File: config.mk
export PLATFORM = sky130hd
export DESIGN_NAME = multi_port_countdown_timer_bank_unit
export DESIGN_NICKNAME = d
export VERILOG_FILES = /design/src/hw/rtl/mpctb_pkg.sv /design/src/hw/rtl/mpctb_ram.sv /design/src/hw/rtl/mpctb_ctrl.sv /design/src/hw/rtl/mpctb_dp.sv /design/src/hw/rtl/multi_port_countdown_timer_bank_unit.sv
export SDC_FILE = /design/constraint.sdc
export NUM_CORES = 2
export LEC_CHECK = 0
export CORE_ASPECT_RATIO = 0.7
export CORE_UTILIZATION = 48
export CTS_CLUSTER_SIZE = 14
export DETAILED_ROUTE_END_ITERATION = 8
export DONT_BUFFER_PORTS = 1
export GPL_TIMING_DRIVEN = 0
export PLACE_DENSITY_LB_ADDON = 0.3
export SLEW_MARGIN = 20
export SYNTH_ARGS = -nofsm -noshare
export SYNTH_HDL_FRONTEND = slang
export SYNTH_HIERARCHICAL = 1
export SYNTH_SLANG_ARGS = --single-unit
File: constraint.sdc
create_clock -name clk -period 18.45 [get_ports clk]
set_input_delay 2.7675 -clock clk [delete_from_list [all_inputs] [get_ports clk]]
set_output_delay 2.7675 -clock clk [all_outputs]
set_load 0.005 [all_outputs]
File: src/hw/rtl/mpctb_pkg.sv
// Shared types and constants for the countdown timer bank.
// Function codes, controller states and the controller/datapath interface structs.
// No dependencies.
package mpctb_pkg;

	// Stream widths: the input beat is 41 bits of fields padded to 48 bits.
	// The output beat is 17 bits of fields padded to 24 bits.
	localparam int IN_W  = 48;
	localparam int OUT_W = 24;

	// Layout of one timer entry: bit 15 is the enable bit, bits 14..0 the count.
	localparam int ENTRY_W = 16;
	localparam int COUNT_W = 15;
	localparam logic [COUNT_W-1:0] COUNT_MAX = 15'h7FFF;

	// The duration in microseconds is turned into 5 ms ticks.
	// dur / 5000 == (dur >> 3) / 625, and the division by 625 is a multiplication
	// by ceil(2^40 / 625) followed by a right shift of 40 bits. This is exact for
	// every 29-bit dividend.
	localparam int DIV_IN_W   = 29;
	localparam int RECIP_W    = 31;
	localparam int PROD_W     = DIV_IN_W + RECIP_W;
	localparam int RECIP_SHIFT = 40;
	localparam logic [RECIP_W-1:0] TICK_RECIP = 31'd1759218605;
	localparam int QUOT_W     = PROD_W - RECIP_SHIFT;

	typedef enum logic [2:0] {
		FN_CLEAR  = 3'd0,
		FN_ARM    = 3'd1,
		FN_DISARM = 3'd2,
		FN_TICK   = 3'd3,
		FN_QUERY  = 3'd4
	} func_t;

	typedef enum logic [2:0] {
		ST_INIT,
		ST_IDLE,
		ST_DISPATCH,
		ST_SWEEP,
		ST_ARM,
		ST_LOOKUP,
		ST_RESULT
	} state_t;

	// Commands from the controller to the datapath.
	typedef struct packed {
		logic latch_in;
		logic cnt_clr;
		logic cnt_inc;
		logic init_wr;
		logic sweep;
		logic arm_wr;
		logic disarm_wr;
		logic lookup;
		logic result_ld;
	} cmd_t;

	// Status from the datapath to the controller.
	typedef struct packed {
		logic port_ok;
		logic tmr_ok;
		logic is_clear;
		logic is_tick;
		logic is_arm;
		logic is_disarm;
		logic cnt_last;
		logic init_last;
		logic out_free;
	} status_t;

endpackage

File: src/hw/rtl/mpctb_ram.sv
// Generic single-write, single-read RAM with a registered read port.
// Standalone; used for the timer store.
module mpctb_ram #(
	parameter int WIDTH = 16,
	parameter int DEPTH = 64,
	localparam int AW = (DEPTH > 1) ? $clog2(DEPTH) : 1
) (
	input  logic             clk,
	input  logic             we,
	input  logic [AW-1:0]    waddr,
	input  logic [WIDTH-1:0] wdata,
	input  logic             re,
	input  logic [AW-1:0]    raddr,
	output logic [WIDTH-1:0] rdata
);

	logic [WIDTH-1:0] mem_q [DEPTH];

	always_ff @(posedge clk) begin
		if (we) begin
			mem_q[waddr] <= wdata;
		end
		if (re) begin
			rdata <= mem_q[raddr];
		end
	end

endmodule

File: src/hw/rtl/mpctb_ctrl.sv
// Controller state machine of the timer bank.
// Depends on mpctb_pkg for the state type and the command and status structs.
module mpctb_ctrl (
	input  logic               clk,
	input  logic               arst_n,
	input  logic               s_tvalid,
	output logic               in_ready,
	input  mpctb_pkg::status_t status,
	output mpctb_pkg::cmd_t    cmd
);

	mpctb_pkg::state_t state_q;
	mpctb_pkg::state_t state_nxt;

	always_ff @(posedge clk or negedge arst_n) begin
		if (!arst_n) begin
			state_q <= mpctb_pkg::ST_INIT;
		end else begin
			state_q <= state_nxt;
		end
	end

	always_comb begin
		state_nxt = state_q;
		case (state_q)
			mpctb_pkg::ST_INIT: begin
				if (status.init_last) begin
					state_nxt = mpctb_pkg::ST_IDLE;
				end
			end
			mpctb_pkg::ST_IDLE: begin
				if (s_tvalid) begin
					state_nxt = mpctb_pkg::ST_DISPATCH;
				end
			end
			mpctb_pkg::ST_DISPATCH: begin
				if (!status.port_ok) begin
					state_nxt = mpctb_pkg::ST_LOOKUP;
				end else if (status.is_clear || status.is_tick) begin
					state_nxt = mpctb_pkg::ST_SWEEP;
				end else if (status.is_arm && status.tmr_ok) begin
					state_nxt = mpctb_pkg::ST_ARM;
				end else begin
					state_nxt = mpctb_pkg::ST_LOOKUP;
				end
			end
			mpctb_pkg::ST_SWEEP: begin
				if (status.cnt_last) begin
					state_nxt = mpctb_pkg::ST_LOOKUP;
				end
			end
			mpctb_pkg::ST_ARM: begin
				state_nxt = mpctb_pkg::ST_LOOKUP;
			end
			mpctb_pkg::ST_LOOKUP: begin
				state_nxt = mpctb_pkg::ST_RESULT;
			end
			mpctb_pkg::ST_RESULT: begin
				if (status.out_free) begin
					state_nxt = mpctb_pkg::ST_IDLE;
				end
			end
			default: begin
				state_nxt = mpctb_pkg::ST_INIT;
			end
		endcase
	end

	always_comb begin
		cmd      = '0;
		in_ready = 1'b0;
		case (state_q)
			mpctb_pkg::ST_INIT: begin
				cmd.init_wr = 1'b1;
				cmd.cnt_inc = 1'b1;
				cmd.cnt_clr = status.init_last;
			end
			mpctb_pkg::ST_IDLE: begin
				in_ready     = 1'b1;
				cmd.latch_in = s_tvalid;
				cmd.cnt_clr  = s_tvalid;
			end
			mpctb_pkg::ST_DISPATCH: begin
				// A disarm is a single write; everything else moves on to its own state.
				cmd.disarm_wr = status.port_ok && status.tmr_ok && status.is_disarm;
			end
			mpctb_pkg::ST_SWEEP: begin
				cmd.sweep   = 1'b1;
				cmd.cnt_inc = 1'b1;
			end
			mpctb_pkg::ST_ARM: begin
				cmd.arm_wr = 1'b1;
			end
			mpctb_pkg::ST_LOOKUP: begin
				cmd.lookup = 1'b1;
			end
			mpctb_pkg::ST_RESULT: begin
				cmd.result_ld = status.out_free;
			end
			default: begin
				cmd = '0;
			end
		endcase
	end

endmodule

File: src/hw/rtl/mpctb_dp.sv
// Datapath of the timer bank: input registers, sweep counter, tick conversion,
// timer store and output register. Depends on mpctb_pkg and mpctb_ram.
module mpctb_dp #(
	parameter int PORTS           = 2,
	parameter int TIMERS_PER_PORT = 32
) (
	input  logic               clk,
	input  logic               arst_n,
	input  mpctb_pkg::cmd_t    cmd,
	output mpctb_pkg::status_t status,
	input  logic [2:0]         func,
	input  logic               port_index,
	input  logic [4:0]         timer_index,
	input  logic [31:0]        duration_us,
	output logic               out_valid,
	input  logic               out_ready,
	output logic               is_disabled,
	output logic               is_expired,
	output logic [14:0]        ticks_left
);

	localparam int DEPTH = PORTS * TIMERS_PER_PORT;
	localparam int AW    = (DEPTH > 1) ? $clog2(DEPTH) : 1;
	localparam int CNT_W = $clog2(DEPTH + 1);

	logic [2:0]  func_q;
	logic        port_q;
	logic [4:0]  tmr_q;
	logic [31:0] dur_q;
	logic [CNT_W-1:0] cnt_q;
	logic [mpctb_pkg::PROD_W-1:0] prod_q;
	logic        out_valid_q;
	logic        is_disabled_q;
	logic        is_expired_q;
	logic [14:0] ticks_left_q;

	logic [AW-1:0] base;
	logic [AW-1:0] idx;
	logic [AW-1:0] sweep_addr;
	logic [mpctb_pkg::QUOT_W-1:0] quot;
	logic [mpctb_pkg::COUNT_W-1:0] arm_ticks;
	logic [mpctb_pkg::ENTRY_W-1:0] tick_val;

	logic                          ram_we;
	logic [AW-1:0]                 ram_waddr;
	logic [mpctb_pkg::ENTRY_W-1:0] ram_wdata;
	logic                          ram_re;
	logic [AW-1:0]                 ram_raddr;
	logic [mpctb_pkg::ENTRY_W-1:0] ram_rdata;

	always_ff @(posedge clk) begin
		if (cmd.latch_in) begin
			func_q <= func;
			port_q <= port_index;
			tmr_q  <= timer_index;
			dur_q  <= duration_us;
		end
		prod_q <= dur_q[31:3] * mpctb_pkg::TICK_RECIP;
	end

	always_ff @(posedge clk or negedge arst_n) begin
		if (!arst_n) begin
			cnt_q <= '0;
		end else if (cmd.cnt_clr) begin
			cnt_q <= '0;
		end else if (cmd.cnt_inc) begin
			cnt_q <= cnt_q + CNT_W'(1);
		end
	end

	assign status.port_ok   = 32'(port_q) < PORTS;
	assign status.tmr_ok    = 32'(tmr_q) < TIMERS_PER_PORT;
	assign status.is_clear  = func_q == mpctb_pkg::FN_CLEAR;
	assign status.is_tick   = func_q == mpctb_pkg::FN_TICK;
	assign status.is_arm    = func_q == mpctb_pkg::FN_ARM;
	assign status.is_disarm = func_q == mpctb_pkg::FN_DISARM;
	assign status.cnt_last  = cnt_q == CNT_W'(TIMERS_PER_PORT);
	assign status.init_last = cnt_q == CNT_W'(DEPTH - 1);
	assign status.out_free  = !out_valid_q || out_ready;

	assign base       = port_q ? AW'(TIMERS_PER_PORT) : '0;
	assign idx        = base + AW'(tmr_q);
	assign sweep_addr = base + AW'(cnt_q);

	assign quot      = prod_q[mpctb_pkg::PROD_W-1:mpctb_pkg::RECIP_SHIFT];
	assign arm_ticks = (quot > mpctb_pkg::QUOT_W'(mpctb_pkg::COUNT_MAX)) ?
		mpctb_pkg::COUNT_MAX : quot[mpctb_pkg::COUNT_W-1:0];

	// An armed timer with time left counts down; expired and idle entries stay.
	assign tick_val = (ram_rdata[15] && (ram_rdata[14:0] != '0)) ?
		ram_rdata - 16'd1 : ram_rdata;

	always_comb begin
		ram_we    = 1'b0;
		ram_waddr = idx;
		ram_wdata = '0;
		ram_re    = 1'b0;
		ram_raddr = idx;
		if (cmd.init_wr) begin
			ram_we    = 1'b1;
			ram_waddr = AW'(cnt_q);
		end else if (cmd.sweep) begin
			if (status.is_clear) begin
				ram_we    = !status.cnt_last;
				ram_waddr = sweep_addr;
			end else begin
				// The read of entry n overlaps the write-back of entry n-1.
				ram_re    = !status.cnt_last;
				ram_raddr = sweep_addr;
				ram_we    = cnt_q != '0;
				ram_waddr = sweep_addr - AW'(1);
				ram_wdata = tick_val;
			end
		end else if (cmd.arm_wr) begin
			ram_we    = 1'b1;
			ram_wdata = {1'b1, arm_ticks};
		end else if (cmd.disarm_wr) begin
			ram_we = 1'b1;
		end else if (cmd.lookup) begin
			ram_re = 1'b1;
		end
	end

	mpctb_ram #(
		.WIDTH(mpctb_pkg::ENTRY_W),
		.DEPTH(DEPTH)
	) u_store (
		.clk  (clk),
		.we   (ram_we),
		.waddr(ram_waddr),
		.wdata(ram_wdata),
		.re   (ram_re),
		.raddr(ram_raddr),
		.rdata(ram_rdata)
	);

	always_ff @(posedge clk or negedge arst_n) begin
		if (!arst_n) begin
			out_valid_q <= 1'b0;
		end else if (cmd.result_ld) begin
			out_valid_q <= 1'b1;
		end else if (out_ready) begin
			out_valid_q <= 1'b0;
		end
	end

	always_ff @(posedge clk) begin
		if (cmd.result_ld) begin
			if (status.port_ok && status.tmr_ok) begin
				is_disabled_q <= !ram_rdata[15];
				is_expired_q  <= ram_rdata[15] && (ram_rdata[14:0] == '0);
				ticks_left_q  <= ram_rdata[14:0];
			end else begin
				is_disabled_q <= 1'b1;
				is_expired_q  <= 1'b0;
				ticks_left_q  <= '0;
			end
		end
	end

	assign out_valid   = out_valid_q;
	assign is_disabled = is_disabled_q;
	assign is_expired  = is_expired_q;
	assign ticks_left  = ticks_left_q;

endmodule

File: src/hw/rtl/multi_port_countdown_timer_bank_unit.sv
// Countdown timer bank, top level. One item is in work at a time, so the block takes no new beat
// before the last one's result is loaded; the next beat can be taken in the cycle after the result
// loads. A clear or tick walks the port's timers through the single-write, single-read RAM.
// After arst_n releases, a clearing pass zeroes all PORTS * TIMERS_PER_PORT entries of the store.
module multi_port_countdown_timer_bank_unit #(
	parameter int PORTS           = 2,
	parameter int TIMERS_PER_PORT = 32
) (
	input  logic                       clk,
	input  logic                       arst_n,
	// Input stream. s_tdata from bit 0 up: func[2:0], port_index[3],
	// timer_index[8:4], duration_us[40:9], zero padding[47:41].
	input  logic                       s_tvalid,
	output logic                       s_tready,
	input  logic [mpctb_pkg::IN_W-1:0] s_tdata,
	// Result stream. m_tdata from bit 0 up: is_disabled[0], is_expired[1],
	// ticks_left[16:2], zero padding[23:17].
	output logic                        m_tvalid,
	input  logic                        m_tready,
	output logic [mpctb_pkg::OUT_W-1:0] m_tdata
);

	mpctb_pkg::cmd_t    cmd;
	mpctb_pkg::status_t status;

	logic        is_disabled;
	logic        is_expired;
	logic [14:0] ticks_left;

	// The controller sequences each item: dispatch on the function code, then a
	// sweep over the port, an arm write, a disarm write or none of these, then a read of the
	// addressed timer that becomes the result beat.
	mpctb_ctrl u_ctrl (
		.clk     (clk),
		.arst_n  (arst_n),
		.s_tvalid(s_tvalid),
		.in_ready(s_tready),
		.status  (status),
		.cmd     (cmd)
	);

	// The datapath holds the timer store and the output register, so a finished
	// result can wait on m_tready while the next beat is accepted.
	mpctb_dp #(
		.PORTS          (PORTS),
		.TIMERS_PER_PORT(TIMERS_PER_PORT)
	) u_dp (
		.clk        (clk),
		.arst_n     (arst_n),
		.cmd        (cmd),
		.status     (status),
		.func       (s_tdata[2:0]),
		.port_index (s_tdata[3]),
		.timer_index(s_tdata[8:4]),
		.duration_us(s_tdata[40:9]),
		.out_valid  (m_tvalid),
		.out_ready  (m_tready),
		.is_disabled(is_disabled),
		.is_expired (is_expired),
		.ticks_left (ticks_left)
	);

	assign m_tdata = {7'd0, ticks_left, is_expired, is_disabled};

endmodule

==> results.toml <==
[timing]
setup_viol = 0
finalCriticalPeriod_ps = 8500
finalMaxSlewViolations = 0
slew_headroom = 0.249
fin_tns_setup_ps = 0
finalCritPeriodShare = 0.461
max_freq_mhz = 118
clock_skew_ps = 56.7
rsz0062_at_grt = "false"
worst_slew_pin_slew_ps = 1120
hold_violations = 0

[detailed_routing]
vias = 34000
route.detailed.drc = 0
wl_mm = 165
antenna_left = 0
vias_per_cell = 5.94
wl_per_cell_um = 28.9
drtPass1Iterations = 5
drtIter0Drc = 4456

[global_route]
antenna_found_initial = 6
grt_pass1_wl_mm = 237
overflow = 0
grt_max_degree = 65
grtUsageTotal = 0.265
first_global_vias = 33400

[logic_synthesis]
async_flop_share = 0.00977
synth-seq-area-share = 0.557
synth.ff_latch_count = 1126
ys_types = 98
synth_compound_area_frac = 0.0378
synthAdderAreaFrac = 0.203
synth_xor_area_frac = 0.00669
synthSimpleGateAreaFrac = 0.0391
synth_edf_count = 1095
yosysWarnings = 6
synth_cells = 3772
synth_flop_cell = "edfxtp_1"
synth_top_family_by_area = "adder cells"
synthMuxAreaShare = 0.104
syn_area_um2 = 60200
synth.avg_cell_area_um2 = 16.0

[clock_tree]
clk_pin_slew_ps = 70
cts_tree = "yes"
ctsLongestPathBuffers = 3
clock_sinks = 1126
post_cts_buffers = 0
clkLatencyLatePin_ps = 760
cts-resized-gates = 0
ctsHoldBuffers = 0
clockRootBuffer = "clkbuf_16"
cts_made_buffers = 103
htree_levels = 3

[die]
start_util = 0.485
die_h_um = 298
rows = 108
core_area_um2 = 124000
die_w_um = 425
fp.dieArea_um2 = 127000
pin_count = 78

[worst_setup_path]
crit_type = "reg -> reg"
cp.arrival_ps = 9170
cp-start-kind = "register"
startpoint = "u_dp/dur_q[17]$_DFFE_PP_"
r2r_end = "u_dp/prod_q[58]$_DFF_P_"
crit_path_end = "u_dp/prod_q[58]$_DFF_P_"
crit_path_max_fanout = 6
r2r_setup_slack_ps = 9950
crit-reg2reg-launch = "u_dp/dur_q[17]$_DFFE_PP_"
r2r_cells = 21
cp.required_ps = 19110
cp-end-kind = "register"

[place]
dp_cells = 5532
io_buffer_count = 0
dpl.hpwl_mm = 128
gp_congestion = 0.979

[final_layout]
syn_to_final_growth_pct = 12.5
final_cells = 5725
drive_above_1_share = 0.173
finalNetCount = 4784

[status]
status = "completed"

[flow_run]
cap_violations = 0

[hold_path]
hold_path.class = "reg -> reg"
[synth_stat cells, drive strengths merged (29+ instances only)]
cell type	instances	area, um2
nand2	124	478
fa	395	7910
mux2i	87	871
nor2b	34	213
mux4	224	5060
nor2	143	542
o21ai	42	210
nand3	43	215
mux2	29	327
a22oi	44	330
buf	91	732
nand4	31	200
ha	346	4330
inv	593	2230
a21oi	68	359
edfxtp	1095	32900
clkbuf	39	153
[critical path, cell delays in order (launching register included)]
cell,delay [ps]
edfxtp_1,700
ha_1,730
inv_1,280
fa_1,500
fa_1,550
inv_1,60
fa_1,630
fa_1,490
fa_1,500
inv_1,50
fa_1,360
inv_1,140
fa_1,440
ha_1,340
nand3_1,180
nor4_1,990
nand4_1,300
nand4_1,200
a211o_2,300
a2111oi_4,150
or2_1,310
o311ai_2,250
[layout by cell type (no fill, tap or decap), types with 27 or more instances in the layout]
cell type	netlist	routed
buf_8	3	32
nor2b_1	34	33
o21ai_0	37	37
nand4_1	30	30
a22oi_1	44	44
nand2_1	121	120
buf_2	37	37
mux2i_1	87	87
mux2_2	29	29
clkbuf_1	36	63
nand3_1	43	43
fa_1	395	395
xnor2_1	27	27
nor2_1	141	77
ha_1	346	346
inv_1	593	593
buf_4	25	32
a21oi_1	63	63
mux4_2	220	220
buf_6	18	54
buf_16	0	32
edfxtp_1	1095	1095
clkbuf_16	0	104
nor2_2	2	65
[sequential cells by signal (all words and copies together), names as in the netlist]
name,cells
u_ctrl/state_q,3
u_dp/func_q,3
u_dp/u_store/mem_q,1024
u_dp/is_expired,1
u_dp/prod_q,20
u_dp/out_valid,1
u_dp/u_store/rdata,16
u_dp/ticks_left,15
u_dp/cnt_q,7
u_dp/dur_q,29
u_dp/tmr_q,5
u_dp/port_q,1
u_dp/is_disabled,1
[per-layer routing]
| layer | global-route usage | share of wire | vias to the layer above |
|---|---|---|---|
| met5 | 0 | 0.000079 | - |
| li1 | - | - | 14200 |
| met3 | 0.103 | 0.14 | 223 |
| met2 | 0.341 | 0.40 | 1869 |
| met4 | 0.0644 | 0.026 | 2 |
| met1 | 0.414 | 0.44 | 17700 |
[cells by family (layout without fill, tap and decap cells)]
kind of cell	after synthesis	after routing
AND/OR/NAND/NOR	478	478
buffers and inverters	724	1018
adder cells (fa/ha/maj)	741	741
XOR/XNOR	46	46
multiplexers	340	340
other	2	11
flip-flops	1126	1126
AO/OA/AOI/OAI	315	315
[worst min path at each step]
stage                                startpoint                       endpoint  slack (ps)  cells after the start
6_report              u_dp/cnt_q[6]$_DFFE_PN0P_      u_dp/cnt_q[6]$_DFFE_PN0P_         590                      2
5_1_grt               u_dp/cnt_q[6]$_DFFE_PN0P_      u_dp/cnt_q[6]$_DFFE_PN0P_         620                      2
4_1_cts               u_dp/cnt_q[6]$_DFFE_PN0P_      u_dp/cnt_q[6]$_DFFE_PN0P_         590                      2
3_5_place_dp    u_dp/u_store/rdata[5]$_DFFE_PP_   u_dp/ticks_left[5]$_DFFE_PP_         560                      0
3_3_place_gp    u_dp/u_store/rdata[5]$_DFFE_PP_   u_dp/ticks_left[5]$_DFFE_PP_         560                      0
2_1_floorplan  u_dp/u_store/rdata[13]$_DFFE_PP_  u_dp/ticks_left[13]$_DFFE_PP_         460                      0
[cell type report]
class | instances | area [um2]
multi-input cells | 1929 | 24000
inverters | 594 | 2230
flip-flops and latches | 1126 | 33600
well taps | 1650 | 2060
clock buffers | 134 | 2730
fillers | 9703 | 56500
plain buffers | 130 | 887
diodes | 2 | 5.00
clock inverters | 53 | 477
repair buffers | 107 | 1800
[per-stage QoR]
| stage | hold WS [ps] | cell area [um2] | util | setup slack [ps] |
|---|---|---|---|---|
| floorplan | 465 | 60200 | - | 11870 |
| global placement | 563 | 62300 | 0.502 | 10140 |
| detailed placement | 563 | 64500 | 0.519 | 10170 |
| CTS | 590 | 67700 | 0.545 | 10180 |
| global route | 623 | 67700 | 0.545 | 9770 |
| finish | 587 | 67700 | 0.545 | 9950 |
Power is left out: the tool's default activity adds up to more than one toggle a clock period on the data nets, which glitch-free logic cannot reach.
